### src/rtl/yuyv_to_planar_420_crop_top_defines.svh
// Assertion macros for the YUYV to planar 4:2:0 crop block.
// Included by yuyv_to_planar_420_crop_top.sv; no other dependencies.
`ifndef YUYV_TO_PLANAR_420_CROP_TOP_DEFINES_SVH
`define YUYV_TO_PLANAR_420_CROP_TOP_DEFINES_SVH

// Same-cycle implication, disabled during reset.
`define YUYVCROP_ASSERT_IMPL(label, clk, rst_n, ante, cons, msg) \
	label: assert property (@(posedge clk) disable iff (!rst_n) (ante) |-> (cons)) \
		else $error(msg);

// Next-cycle implication, disabled during reset.
`define YUYVCROP_ASSERT_NEXT(label, clk, rst_n, ante, cons, msg) \
	label: assert property (@(posedge clk) disable iff (!rst_n) (ante) |=> (cons)) \
		else $error(msg);

`endif

### src/rtl/yuyvcrop_pkg.sv
// Shared constants for the YUYV to planar 4:2:0 crop block.
// No dependencies; used by yuyv_to_planar_420_crop_top.sv.
`timescale 1ns / 1ps
`default_nettype none

package yuyvcrop_pkg;

	// Register field widths
	localparam int SIZE_W  = 11;
	localparam int CNT_W   = 10;
	localparam int LADDR_W = 20;
	localparam int CADDR_W = 21;
	localparam int IDX_W   = 3;

	// Configuration register indexes
	localparam logic [IDX_W-1:0] REG_IN_WIDTH    = 3'd0;
	localparam logic [IDX_W-1:0] REG_IN_HEIGHT   = 3'd1;
	localparam logic [IDX_W-1:0] REG_OUT_WIDTH   = 3'd2;
	localparam logic [IDX_W-1:0] REG_OUT_HEIGHT  = 3'd3;
	localparam logic [IDX_W-1:0] REG_INVERT_ROWS = 3'd4;

	// Register reset values
	localparam logic [SIZE_W-1:0] RST_IN_WIDTH   = 11'd320;
	localparam logic [SIZE_W-1:0] RST_IN_HEIGHT  = 11'd240;
	localparam logic [SIZE_W-1:0] RST_OUT_WIDTH  = 11'd352;
	localparam logic [SIZE_W-1:0] RST_OUT_HEIGHT = 11'd288;

	// Chroma offset-binary to two's complement flip
	localparam logic [7:0] CHROMA_FLIP = 8'h80;

	// Output widths above this use a 16-row vertical pad grid, else 4-row
	localparam logic [SIZE_W-1:0] WIDE_LIMIT = 11'd176;

	// Cycles the geometry registers need after reset or a register write
	localparam logic [2:0] SETTLE_CYCLES = 3'd5;

endpackage

`default_nettype wire

### src/rtl/yuyv_to_planar_420_crop_top.sv
// Top level of the YUYV 4:2:2 to planar 4:2:0 converter with centre crop.
// Depends on yuyvcrop_pkg.sv and yuyv_to_planar_420_crop_top_defines.svh.
`timescale 1ns / 1ps
`default_nettype none

// Takes one packed YUYV word per clock while pix_stall is low and returns,
// for each word inside the centred crop window, one result out of the
// stage 4 register: two luma bytes with their Y plane address and, on the
// first row of each row pair, U and V with their plane addresses. Words
// outside the crop give no result. Throughput is one word per cycle while
// pix_stall is low; a chain of four stage registers (capture, crop test,
// multiply, address add) with per-stage bubble collapse lets new words
// enter while a result waits on res_stall. The frame geometry (crop window,
// pads, plane bases) lives in registers derived from the configuration
// over five levels, so pix_stall is held high after reset and after every
// configuration write until settle_q is zero. cfg_ready is always high.
`include "yuyv_to_planar_420_crop_top_defines.svh"

module yuyv_to_planar_420_crop_top #(
	parameter int MAX_WIDTH  = 1024,
	parameter int MAX_HEIGHT = 1024
) (
	input  wire logic                                    clk,
	input  wire logic                                    arst_n,
	// configuration write channel
	input  wire logic                                    cfg_valid,
	output logic                                         cfg_ready,
	input  wire logic [yuyvcrop_pkg::IDX_W-1:0]          cfg_index,
	input  wire logic [yuyvcrop_pkg::SIZE_W-1:0]         cfg_data,
	// pixel word channel
	input  wire logic                                    pix_valid,
	output logic                                         pix_stall,
	input  wire logic [7:0]                              luma_first,
	input  wire logic [7:0]                              chroma_blue,
	input  wire logic [7:0]                              luma_second,
	input  wire logic [7:0]                              chroma_red,
	input  wire logic                                    frame_start,
	// result channel
	output logic                                         res_valid,
	input  wire logic                                    res_stall,
	output logic [yuyvcrop_pkg::LADDR_W-1:0]             luma_address,
	output logic [7:0]                                   luma_out_first,
	output logic [7:0]                                   luma_out_second,
	output logic                                         chroma_valid,
	output logic [yuyvcrop_pkg::CADDR_W-1:0]             blue_address,
	output logic [7:0]                                   blue_out,
	output logic [yuyvcrop_pkg::CADDR_W-1:0]             red_address,
	output logic [7:0]                                   red_out,
	output logic                                         frame_done
);

	localparam int SW = yuyvcrop_pkg::SIZE_W;
	localparam int CW = yuyvcrop_pkg::CNT_W;
	localparam int LW = yuyvcrop_pkg::LADDR_W;
	localparam int AW = yuyvcrop_pkg::CADDR_W;

	// Configuration registers
	logic [SW-1:0] in_width_q, in_height_q, out_width_q, out_height_q;
	logic          invert_rows_q;
	logic [2:0]    settle_q;
	logic          cfg_write;
	logic [SW-1:0] width_sat, height_sat;

	// Source position counters
	logic [CW-1:0] source_column_q, source_row_q;
	logic [CW-1:0] col_cur, row_cur, col_next;
	logic [CW-1:0] words_per_row;

	// Derived geometry, level by level
	logic [SW-1:0] w_q, h_q;
	logic [AW-1:0] area_q;
	logic          wide_q;
	logic [CW-1:0] top_q, left_q, words_q, outvpad_q;
	logic [SW-1:0] outpad_q;
	logic [AW-1:0] area5_q;
	logic          crop_ok_q;
	logic [SW-1:0] row_last_q, col_end_q, col_last_q;
	logic [AW-1:0] vrow_q;
	logic [18:0]   cvp_q;
	logic [LW-1:0] lbase_q;
	logic [AW-1:0] coff0_q, ubase_q, vbase_q;
	logic [SW-1:0] vdiff;
	logic [CW-1:0] vhalf;

	// Pipeline
	logic          en1, en2, en3, en4, accept;
	logic          vld_s1, vld_s2, vld_s3, vld_s4;
	logic [7:0]    y0_s1, y1_s1, cb_s1, cr_s1;
	logic [CW-1:0] row_s1, col_s1;
	logic [7:0]    y0_s2, y1_s2, cb_s2, cr_s2;
	logic [CW-1:0] d_s2, wc_s2;
	logic          last_s2;
	logic [7:0]    y0_s3, y1_s3, cb_s3, cr_s3;
	logic [CW-1:0] wc_s3;
	logic          cv_s3, last_s3;
	logic [AW-1:0] lmul_s3;
	logic [18:0]   cmul_s3;
	logic          in_window;
	logic [CW-1:0] d_calc;
	logic [AW-1:0] coff_calc;

	// Write handshake: always ready
	assign cfg_ready = 1'b1;
	assign cfg_write = cfg_valid & cfg_ready;

	// Clip size writes to 11 bits, saturate, force even
	always_comb begin
		width_sat  = cfg_data;
		height_sat = cfg_data;
		if (13'(cfg_data) > 13'(MAX_WIDTH)) begin
			width_sat = SW'(MAX_WIDTH);
		end
		if (13'(cfg_data) > 13'(MAX_HEIGHT)) begin
			height_sat = SW'(MAX_HEIGHT);
		end
		width_sat[0]  = 1'b0;
		height_sat[0] = 1'b0;
	end

	// Register writes; out-of-range indexes are dropped
	always_ff @(posedge clk or negedge arst_n) begin
		if (!arst_n) begin
			in_width_q    <= yuyvcrop_pkg::RST_IN_WIDTH;
			in_height_q   <= yuyvcrop_pkg::RST_IN_HEIGHT;
			out_width_q   <= yuyvcrop_pkg::RST_OUT_WIDTH;
			out_height_q  <= yuyvcrop_pkg::RST_OUT_HEIGHT;
			invert_rows_q <= 1'b1;
		end else if (cfg_write) begin
			unique case (cfg_index)
				yuyvcrop_pkg::REG_IN_WIDTH:    in_width_q    <= width_sat;
				yuyvcrop_pkg::REG_IN_HEIGHT:   in_height_q   <= height_sat;
				yuyvcrop_pkg::REG_OUT_WIDTH:   out_width_q   <= width_sat;
				yuyvcrop_pkg::REG_OUT_HEIGHT:  out_height_q  <= height_sat;
				yuyvcrop_pkg::REG_INVERT_ROWS: invert_rows_q <= cfg_data[0];
				default: ;
			endcase
		end
	end

	// Hold off input while the geometry registers settle
	always_ff @(posedge clk or negedge arst_n) begin
		if (!arst_n) begin
			settle_q <= yuyvcrop_pkg::SETTLE_CYCLES;
		end else if (cfg_write) begin
			settle_q <= yuyvcrop_pkg::SETTLE_CYCLES;
		end else if (settle_q != 3'd0) begin
			settle_q <= settle_q - 3'd1;
		end
	end

	// Geometry level 1: crop size, luma plane area
	assign vdiff = out_height_q - h_q;
	assign vhalf = vdiff[SW-1:1];
	always_ff @(posedge clk) begin
		w_q    <= (in_width_q < out_width_q) ? in_width_q : out_width_q;
		h_q    <= (in_height_q < out_height_q) ? in_height_q : out_height_q;
		area_q <= AW'(out_width_q * out_height_q);
		wide_q <= out_width_q > yuyvcrop_pkg::WIDE_LIMIT;
	end

	// Geometry level 2: crop origin, pads, V plane scale
	always_ff @(posedge clk) begin
		top_q     <= CW'((in_height_q - h_q) >> 1);
		left_q    <= CW'((in_width_q - w_q) >> 2);
		words_q   <= w_q[SW-1:1];
		outpad_q  <= out_width_q - w_q;
		outvpad_q <= wide_q ? {vhalf[CW-1:4], 4'b0000} : {vhalf[CW-1:2], 2'b00};
		area5_q   <= area_q + (area_q >> 2);
		crop_ok_q <= (h_q != '0) && (w_q != '0);
	end

	// Geometry level 3: window bounds, pad products
	always_ff @(posedge clk) begin
		row_last_q <= SW'(top_q) + h_q - SW'(1);
		col_end_q  <= SW'(left_q) + SW'(words_q);
		vrow_q     <= AW'(outvpad_q) * AW'(out_width_q);
		cvp_q      <= 19'(out_width_q[SW-1:2]) * 19'(outvpad_q);
	end

	// Geometry level 4: luma base, chroma offset
	always_ff @(posedge clk) begin
		lbase_q    <= LW'(vrow_q) + LW'(outpad_q[SW-1:1]);
		coff0_q    <= AW'(cvp_q) + AW'(outpad_q[SW-1:2]);
		col_last_q <= col_end_q - SW'(1);
	end

	// Geometry level 5: U and V plane bases
	always_ff @(posedge clk) begin
		ubase_q <= area_q + coff0_q;
		vbase_q <= area5_q + coff0_q;
	end

	// Stage enables: a stage loads when empty or when the next one loads
	assign en4       = !vld_s4 || !res_stall;
	assign en3       = !vld_s3 || en4;
	assign en2       = !vld_s2 || en3;
	assign en1       = !vld_s1 || en2;
	assign pix_stall = !en1 || (settle_q != 3'd0);
	assign accept    = pix_valid && !pix_stall;

	// Source position of this word and the next
	assign col_cur       = frame_start ? '0 : source_column_q;
	assign row_cur       = frame_start ? '0 : source_row_q;
	assign col_next      = col_cur + CW'(1);
	assign words_per_row = in_width_q[SW-1:1];

	// Advance column and row counters per transaction
	always_ff @(posedge clk or negedge arst_n) begin
		if (!arst_n) begin
			source_column_q <= '0;
			source_row_q    <= '0;
		end else if (accept) begin
			if (col_next >= words_per_row || col_next == '0) begin
				source_column_q <= '0;
				source_row_q    <= row_cur + CW'(1);
			end else begin
				source_column_q <= col_next;
				source_row_q    <= row_cur;
			end
		end
	end

	// Crop window test and destination row
	assign in_window = crop_ok_q
		&& (row_s1 >= top_q) && (SW'(row_s1) <= row_last_q)
		&& (col_s1 >= left_q) && (SW'(col_s1) < col_end_q);
	assign d_calc = invert_rows_q ? (row_last_q[CW-1:0] - row_s1) : (row_s1 - top_q);

	// Valid bits
	always_ff @(posedge clk or negedge arst_n) begin
		if (!arst_n) begin
			vld_s1 <= 1'b0;
			vld_s2 <= 1'b0;
			vld_s3 <= 1'b0;
			vld_s4 <= 1'b0;
		end else begin
			if (en1) begin
				vld_s1 <= accept;
			end
			if (en2) begin
				vld_s2 <= vld_s1 && in_window;
			end
			if (en3) begin
				vld_s3 <= vld_s2;
			end
			if (en4) begin
				vld_s4 <= vld_s3;
			end
		end
	end

	// Stage 1: capture the word and its position
	always_ff @(posedge clk) begin
		if (accept) begin
			y0_s1  <= luma_first;
			y1_s1  <= luma_second;
			cb_s1  <= chroma_blue;
			cr_s1  <= chroma_red;
			row_s1 <= row_cur;
			col_s1 <= col_cur;
		end
	end

	// Stage 2: crop-relative row and word, end of frame
	always_ff @(posedge clk) begin
		if (en2 && vld_s1) begin
			y0_s2   <= y0_s1;
			y1_s2   <= y1_s1;
			cb_s2   <= cb_s1;
			cr_s2   <= cr_s1;
			d_s2    <= d_calc;
			wc_s2   <= col_s1 - left_q;
			last_s2 <= (SW'(row_s1) == row_last_q) && (SW'(col_s1) == col_last_q);
		end
	end

	// Stage 3: row offsets into luma and chroma planes, chroma sign flip
	always_ff @(posedge clk) begin
		if (en3 && vld_s2) begin
			y0_s3   <= y0_s2;
			y1_s3   <= y1_s2;
			cb_s3   <= cb_s2 ^ yuyvcrop_pkg::CHROMA_FLIP;
			cr_s3   <= cr_s2 ^ yuyvcrop_pkg::CHROMA_FLIP;
			wc_s3   <= wc_s2;
			cv_s3   <= !d_s2[0];
			last_s3 <= last_s2;
			lmul_s3 <= AW'(d_s2) * AW'(out_width_q);
			cmul_s3 <= 19'(d_s2[CW-1:1]) * 19'(out_width_q[SW-1:1]);
		end
	end

	// Stage 4: final addresses into the result register
	assign coff_calc = AW'(cmul_s3) + AW'(wc_s3);
	always_ff @(posedge clk) begin
		if (en4 && vld_s3) begin
			luma_address    <= lbase_q + LW'(lmul_s3) + LW'({wc_s3, 1'b0});
			luma_out_first  <= y0_s3;
			luma_out_second <= y1_s3;
			chroma_valid    <= cv_s3;
			blue_address    <= cv_s3 ? (ubase_q + coff_calc) : '0;
			blue_out        <= cv_s3 ? cb_s3 : 8'h00;
			red_address     <= cv_s3 ? (vbase_q + coff_calc) : '0;
			red_out         <= cv_s3 ? cr_s3 : 8'h00;
			frame_done      <= last_s3;
		end
	end

	assign res_valid = vld_s4;

	// Checks
	`YUYVCROP_ASSERT_IMPL(a_settle_blocks, clk, arst_n, settle_q != 3'd0, pix_stall, "word taken while geometry settles")
	`YUYVCROP_ASSERT_IMPL(a_chroma_zero, clk, arst_n, res_valid && !chroma_valid, blue_address == '0 && red_address == '0 && blue_out == 8'h00 && red_out == 8'h00, "chroma fields set on luma-only row")
	`YUYVCROP_ASSERT_NEXT(a_result_source, clk, arst_n, !vld_s3 && !(vld_s4 && res_stall), !res_valid, "result appeared without a stage 3 item")

endmodule

`default_nettype wire
### config.mk
export PLATFORM = sky130hd
export DESIGN_NAME = yuyv_to_planar_420_crop_top
export DESIGN_NICKNAME = d
export VERILOG_FILES = /design/src/rtl/yuyvcrop_pkg.sv /design/src/rtl/yuyv_to_planar_420_crop_top.sv
export VERILOG_INCLUDE_DIRS = /design/src /design/src/rtl
export SDC_FILE = /design/constraint.sdc
export NUM_CORES = 2
export LEC_CHECK = 0
export ABC_CLOCK_PERIOD_IN_PS = 7900
export BUFFER_PORTS_ARGS = -buffer_cell sky130_fd_sc_hd__buf_4
export CAP_MARGIN = 0
export CORE_MARGIN = 5
export CORE_UTILIZATION = 64
export CTS_CLUSTER_SIZE = 10
export DETAILED_ROUTE_END_ITERATION = 8
export GPL_TIMING_DRIVEN = 0
export PLACE_DENSITY_LB_ADDON = 0.25
export SYNTH_ARGS = -nofsm -noshare
export SYNTH_HDL_FRONTEND = slang
export SYNTH_SLANG_ARGS = --single-unit
### constraint.sdc
create_clock -name clk -period 7.9 [get_ports clk]
set_clock_uncertainty 0.2 [all_clocks]
set_input_delay 0.395 -clock clk [delete_from_list [all_inputs] [get_ports clk]]
set_output_delay 0.395 -clock clk [all_outputs]
set_load 0.005 [all_outputs]
Word level (Yosys, flattened, before mapping)
Cells that the tools add are included.

Multipliers: 5. Mux-type cells: 10. Reduce and logical (&&, ||, !) cells: 36. Order comparisons: 9. Div/mod/pow operators: 0. Add/subtract/negate cells: 24. Bitwise logic cells: 2. Equal/unequal tests: 6. Shift-type cells: 0.

Operators by type and width (number): 21-bit by 20-bit adder with 21-bit output (4); 10-bit by 10-bit multiplier with 19-bit output (3); 10-bit 2-to-1 mux (5); 11-bit subtractor (4); 9-bit by 10-bit multiplier with 19-bit output (2); 11-bit 2-to-1 mux (3); 10-bit by 11-bit == test with 1-bit output (2); 11-bit less-than comparator (2); 11-bit nonzero test (2); 11-bit by 1-bit subtractor with 11-bit output, second input constant (2); 21-bit by 19-bit adder with 21-bit output (1); 10-bit by 1-bit adder with 10-bit output, second input constant (2); 19-bit by 10-bit adder with 20-bit output (1); 19-bit by 9-bit adder with 20-bit output (1); 20-bit by 10-bit adder with 20-bit output (1); 20-bit by 11-bit adder with 20-bit output (1); 20-bit adder (1); 10-bit greater-or-equal comparator (2); 10-bit subtractor (2); 10-bit by 11-bit adder with 11-bit output (1); 9-bit by 10-bit adder with 11-bit output (1); 11-bit greater-than comparator, second input constant (1); 11-bit by 8-bit greater-than comparator with 1-bit output, second input constant (1); 10-bit by 11-bit less-or-equal comparator with 1-bit output (1); other kinds (17) (46).

Input bits: 52. Memories kept: 0. Flip-flop bits (word level): 622. RAM bits: 0. Output and inout bits: 99. Latch bits: 0. ROM bits: 0.

Logic depth before layout (Yosys ltp)
Word-level depth: 9. Mapped depth: 21. Depth with buffers taken out: 20.

Least setup slack after synthesis
No wires, ideal clock.

Path type: reg2reg. From: register out_width_q[6]. To: register area_q[20]. Cell stages (with the launch flop): 20. Setup slack: 2416 ps. Data arrival time: 5212 ps. Period minus slack after synthesis: 5484 ps. Setup time: 72 ps. Path through: dfstp_2 -> clkbuf_1 -> nand2_1 -> fa_1 -> fa_1 -> inv_1 -> fa_1 -> fa_1 -> inv_1 -> fa_1 -> inv_1 -> ha_1 -> a21o_1 -> a21o_1 -> a21oi_2 -> o41ai_1 -> a2111o_1 -> a31o_2 -> a21oi_1 -> xnor2_1.

Longest elaborated chain between the ends: 1.

Ends and longest elaborated chain: start, declared (line yuyv_to_planar_420_crop_top.sv:58) `logic [SW-1:0] in_width_q, in_height_q, out_width_q, out_height_q;`; start signal, assigned (line yuyv_to_planar_420_crop_top.sv:125) `out_width_q <= yuyvcrop_pkg::RST_OUT_WIDTH;`; start signal, assigned (line yuyv_to_planar_420_crop_top.sv:132) `yuyvcrop_pkg::REG_OUT_WIDTH: out_width_q <= width_sat;`; 10-bit by 10-bit multiplier with 19-bit output (line yuyv_to_planar_420_crop_top.sv:157) `area_q <= AW'(out_width_q * out_height_q);`; end signal, assigned (line yuyv_to_planar_420_crop_top.sv:157); end, declared (line yuyv_to_planar_420_crop_top.sv:71) `logic [AW-1:0] area_q;`.

No other way between the ends. A chain may end at the register's enable or synchronous reset.

Final worst setup path
From: register out_width_q[10]. To: register area_q[20].

Same word-level chain as after synthesis.

==> results.txt <==
The flow ran to the end, and the final reports show no timing, DRC or antenna violations. CTS built an H-tree with a depth of 3. The run gives 4,714 as the post-synth net total. The via count of the routed design is 29,100. Once detailed placement completed, the half-perimeter wirelength came to 74.3 mm.

The logs give 72 for the number of CTS-inserted buffers and 0 for the number of pins with negative max-slew slack in the final report. The cell count after synthesis came out at 3,924. Worst min-delay path category: in -> reg. The final setup TNS came out at 0 ns. The logs give 1.57 ns for the post-route worst setup slack and 63,100 um^2 for the area of the placeable core. The launch instance of the worst register-to-register path was out_width_q[10]. Buffers added to address setup during post-CTS repair amount to 0.

Data on the critical path is required at its endpoint by 8.26 ns. For the relative slew slack, the log shows 32.8%. For this block, the routed nets add up to 97.3 mm of wire. For this run, the detailed router's first-pass iteration total came to 6. The worst setup slack for register-to-register paths is 1.57 ns. After clock tree synthesis, the clock-pin slew on the worst setup and hold paths is 0.06 ns. The total number of placement rows was 92; the number of clock sinks was 607.

The capture point of the worst reg-to-reg path is area_q[20]. The startpoint-to-endpoint class of the critical path was reg -> reg. Derived from the worst setup path, the maximum achievable clock frequency is 158 MHz.

Dividing the detail-routed via count by the number of cells gives 5.72. TritonCTS built the clock tree. The final layout contains 4,979 nets. For this design the top-level I/O count stands at 151.

The congestion estimate from routability-driven global placement came to 0.934. The number of enable flip-flop cells after synthesis is 283. The count of inserted antenna diode cells is 0, and the number of endpoints with negative hold slack in the final report is 0. The synthesized area per cell is 10.4 um^2. The logs give 68,900 um^2 for the full die area and 0 for the number of warnings issued by yosys. Among all flip-flop cells after synthesis, the most frequent one is sky130_fd_sc_hd__edfxtp_1. The die is 263 um tall. Buffers placed on the I/O ports in this run total 149. Setup repair after global routing left no endpoint under its margin.

Of all nets on the critical path, the largest fanout is 10. The worst register-to-register path has a depth of 18. The first global-routing pass estimated 156 mm of wire. The final hold slack was 0.0482 ns; the layout overhead on the synthesized area was 11.9%. Dividing the detail-routed wire length by the instance count gives 19.1 um. The number of antenna violations at the first check in global routing is 1, and the slew at the pin with the worst max-slew slack is 1.01 ns.

The cell area after technology mapping is 40,800 um^2, and the share of post-route cells with drive strength above 1 is 7.42%. The number of setup violations in the final report came out at 0. For the pin count of the biggest net entering global routing, the log shows 69. The worst setup path is captured at a flip-flop. The worst hold path passes through 3 cells. Total DRC errors in the routed layout: 0.

Once layout is complete, the utilization of the core stands at 72.4%. For this design the ratio of total power to cell area is 351 nW/um^2. The power after layout came out at 16,000 uW. The worst hold path endpoint was out_height_q[1].

After layout, the worst path uses 80.1% of the clock period. The synthesized design spends more area on one cell type than any other, namely sky130_fd_sc_hd__edfxtp_1. The synthesized netlist contains 83 unique library cells.

STA classifies the critical path startpoint as a flip-flop. For the pre-CTS setup slack, the log shows 1.54 ns. The via count of the first global-routing pass came out at 29,400.

The die boundary width came out at 263 um. In this run the biggest area consumer among cell types represents 20.8% of the synthesized area. The number of violations of the max-capacitance limit is 0, and the proportion of synthesized chip area in sequential cells is 37.6%. The maximum number of buffers from clock root to sink is 3. The number of gates given a new drive strength after cts was 0. Global routing used 28.0% of the available tracks.

The logs give 0.0215 uW for the cell leakage power and 0 for the sum of overflow across all layers after global routing. The logs give 6.69 ns for the arrival time of the worst setup path and 283 uV for the largest voltage drop on the vdd net. The first routing iteration left 1,958 violations.

The post-synthesis async set-or-reset flop share is 11.2%. The initial utilization of the core area, before any placement, comes to 64.7%. The launch point of the worst hold path was cfg_data[10]. Ranked by total cell area, the synthesized netlist is headed by sky130_fd_sc_hd__edfxtp_1, sky130_fd_sc_hd__ha_1, sky130_fd_sc_hd__dfxtp_1.

At the later pin of the worst-skew pair, clock insertion delay measures 0.63 ns. Flip-flop and latch count after synthesis: 607. The post-layout minimum cycle time works out to 6.33 ns.

In this run the remaining antenna-violating nets after routing total 0. The clock root buffer is sky130_fd_sc_hd__clkbuf_16.
==> flip-flops by register name, indices dropped and copies added, names as in the netlist, 18 cells and up <==
register,count
red_address,21
vbase_q,21
area_q,19
area5_q,21
ubase_q,21
coff0_q,20
cmul_s3,19
blue_address,21
lmul_s3,19
lbase_q,18
luma_address,20
==> critical path, cell delays in order (launching register included) <==
cell and delay [ns]:
sky130_fd_sc_hd__dfrtp_1 0.32, sky130_fd_sc_hd__clkbuf_1 0.47, sky130_fd_sc_hd__clkbuf_1 0.72, sky130_fd_sc_hd__nand2_1 0.18, sky130_fd_sc_hd__fa_1 0.57, sky130_fd_sc_hd__inv_1 0.05, sky130_fd_sc_hd__fa_1 0.47, sky130_fd_sc_hd__fa_1 0.56
sky130_fd_sc_hd__fa_1 0.41, sky130_fd_sc_hd__ha_1 0.29, sky130_fd_sc_hd__ha_1 0.36, sky130_fd_sc_hd__a21o_1 0.18, sky130_fd_sc_hd__a21o_1 0.20, sky130_fd_sc_hd__a21oi_2 0.16, sky130_fd_sc_hd__o41ai_1 0.12, sky130_fd_sc_hd__a2111o_1 0.45
sky130_fd_sc_hd__a31o_2 0.24, sky130_fd_sc_hd__a21oi_1 0.16, sky130_fd_sc_hd__xnor2_1 0.14
==> per-layer routing <==
metal	routed length, um	vias to the layer above	global-route usage [%]	part of all wire (%)
met1	39800	14000	36.0	41
met5	0	-	0	0
met3	5940	239	4.45	6.1
met2	47100	1031	47.6	48
met4	4380	0	11.6	4.5
li1	-	13800	-	-
==> area by class of cell <==
class | count | area (um^2)
clock inverter | 10 | 211
inverter | 541 | 2030
buffer | 70 | 283
sequential | 607 | 15300
clock buffer | 118 | 1990
timing repair buffer | 191 | 1580
multi-input combinational | 2706 | 23200
fill | 4522 | 17400
tap | 846 | 1060
==> repair_timing <==
item	in CTS	in global routing
endpoints found under the setup margin	0	0
endpoints found under the hold margin	97	0
hold buffers	39	0
==> per-stage QoR <==
step / instance area [um^2] / instances
after floorplan: 40800 / 3924
after CTS: 45700 / 5089
after global placement: 43000 / 4919
final: 45700 / 5089
after global routing: 45700 / 5089
after detailed placement: 43100 / 4922
==> cell families (layout without fill, tap and decap cells) <==
family | after synthesis | in the layout | share of synthesized area, %
adder cells (fa/ha/maj) | 738 | 738 | 27.3
buffers and inverters | 611 | 930 | 5.66
XOR/XNOR | 291 | 291 | 6.24
flip-flops | 607 | 607 | 37.6
other | 1 | 1 | 0.00919
AO/OA/AOI/OAI | 677 | 677 | 10.7
AND/OR/NAND/NOR | 965 | 965 | 11.6
multiplexers | 34 | 34 | 0.886
==> placed cells by master (no fill, tap or decap), types with 150 or more instances in the layout <==
cell / n
sky130_fd_sc_hd__inv_1: 526
sky130_fd_sc_hd__xnor2_1: 193
sky130_fd_sc_hd__and2_1: 153
sky130_fd_sc_hd__dfxtp_1: 256
sky130_fd_sc_hd__nand2_1: 278
sky130_fd_sc_hd__a21oi_1: 178
sky130_fd_sc_hd__nor2_1: 209
sky130_fd_sc_hd__buf_4: 150
sky130_fd_sc_hd__o21ai_0: 164
sky130_fd_sc_hd__fa_1: 255
sky130_fd_sc_hd__ha_1: 483
sky130_fd_sc_hd__edfxtp_1: 283
==> worst max path at each step <==
stage	start	endpoint	slack, ns	depth (start not counted)
after floorplan	out_width_q[6]	area_q[20]	2.42	19
after global placement	out_width_q[10]	area_q[20]	1.57	18
after detailed placement	out_width_q[10]	area_q[20]	1.54	18
after CTS	out_width_q[10]	area_q[20]	1.55	18
after global routing	out_width_q[2]	lmul_s3[17]	1.25	18
final	out_width_q[10]	area_q[20]	1.57	18
==> synthesized netlist by cell type, types with 7 or more instances <==
library cell / number
sky130_fd_sc_hd__dfxtp_1: 256
sky130_fd_sc_hd__clkbuf_1: 64
sky130_fd_sc_hd__nor2b_1: 59
sky130_fd_sc_hd__and3_1: 25
sky130_fd_sc_hd__o211ai_1: 11
sky130_fd_sc_hd__xnor2_1: 193
sky130_fd_sc_hd__clkinv_1: 11
sky130_fd_sc_hd__a21oi_1: 178
sky130_fd_sc_hd__o21ai_1: 7
sky130_fd_sc_hd__a211oi_1: 18
sky130_fd_sc_hd__nand2_1: 278
sky130_fd_sc_hd__nand3_1: 48
sky130_fd_sc_hd__xor2_1: 98
sky130_fd_sc_hd__a31o_2: 11
sky130_fd_sc_hd__o31ai_1: 14
sky130_fd_sc_hd__nor2_1: 209
sky130_fd_sc_hd__nand2b_1: 56
sky130_fd_sc_hd__and2_1: 156
sky130_fd_sc_hd__a21boi_0: 25
sky130_fd_sc_hd__inv_1: 526
sky130_fd_sc_hd__fa_1: 255
sky130_fd_sc_hd__mux2_2: 17
sky130_fd_sc_hd__o21bai_1: 32
sky130_fd_sc_hd__edfxtp_1: 283
sky130_fd_sc_hd__ha_1: 483
sky130_fd_sc_hd__or3_1: 12
sky130_fd_sc_hd__nand4_1: 23
sky130_fd_sc_hd__o41ai_1: 9
sky130_fd_sc_hd__dfrtp_1: 54
sky130_fd_sc_hd__nor4_1: 12
sky130_fd_sc_hd__a31oi_1: 22
sky130_fd_sc_hd__o21a_1: 34
sky130_fd_sc_hd__nor3_1: 58
sky130_fd_sc_hd__a21o_1: 86
sky130_fd_sc_hd__dfstp_2: 14
sky130_fd_sc_hd__o21ai_0: 164
sky130_fd_sc_hd__mux2i_1: 17
==> power by group <==
part	leakage [uW]	switching [uW]	internal, uW
logic	0.0149	4710	3490
clock network	0.00104	1330	1760
registers	0.00557	520	4210
Power figures use the tool's default switching activity.
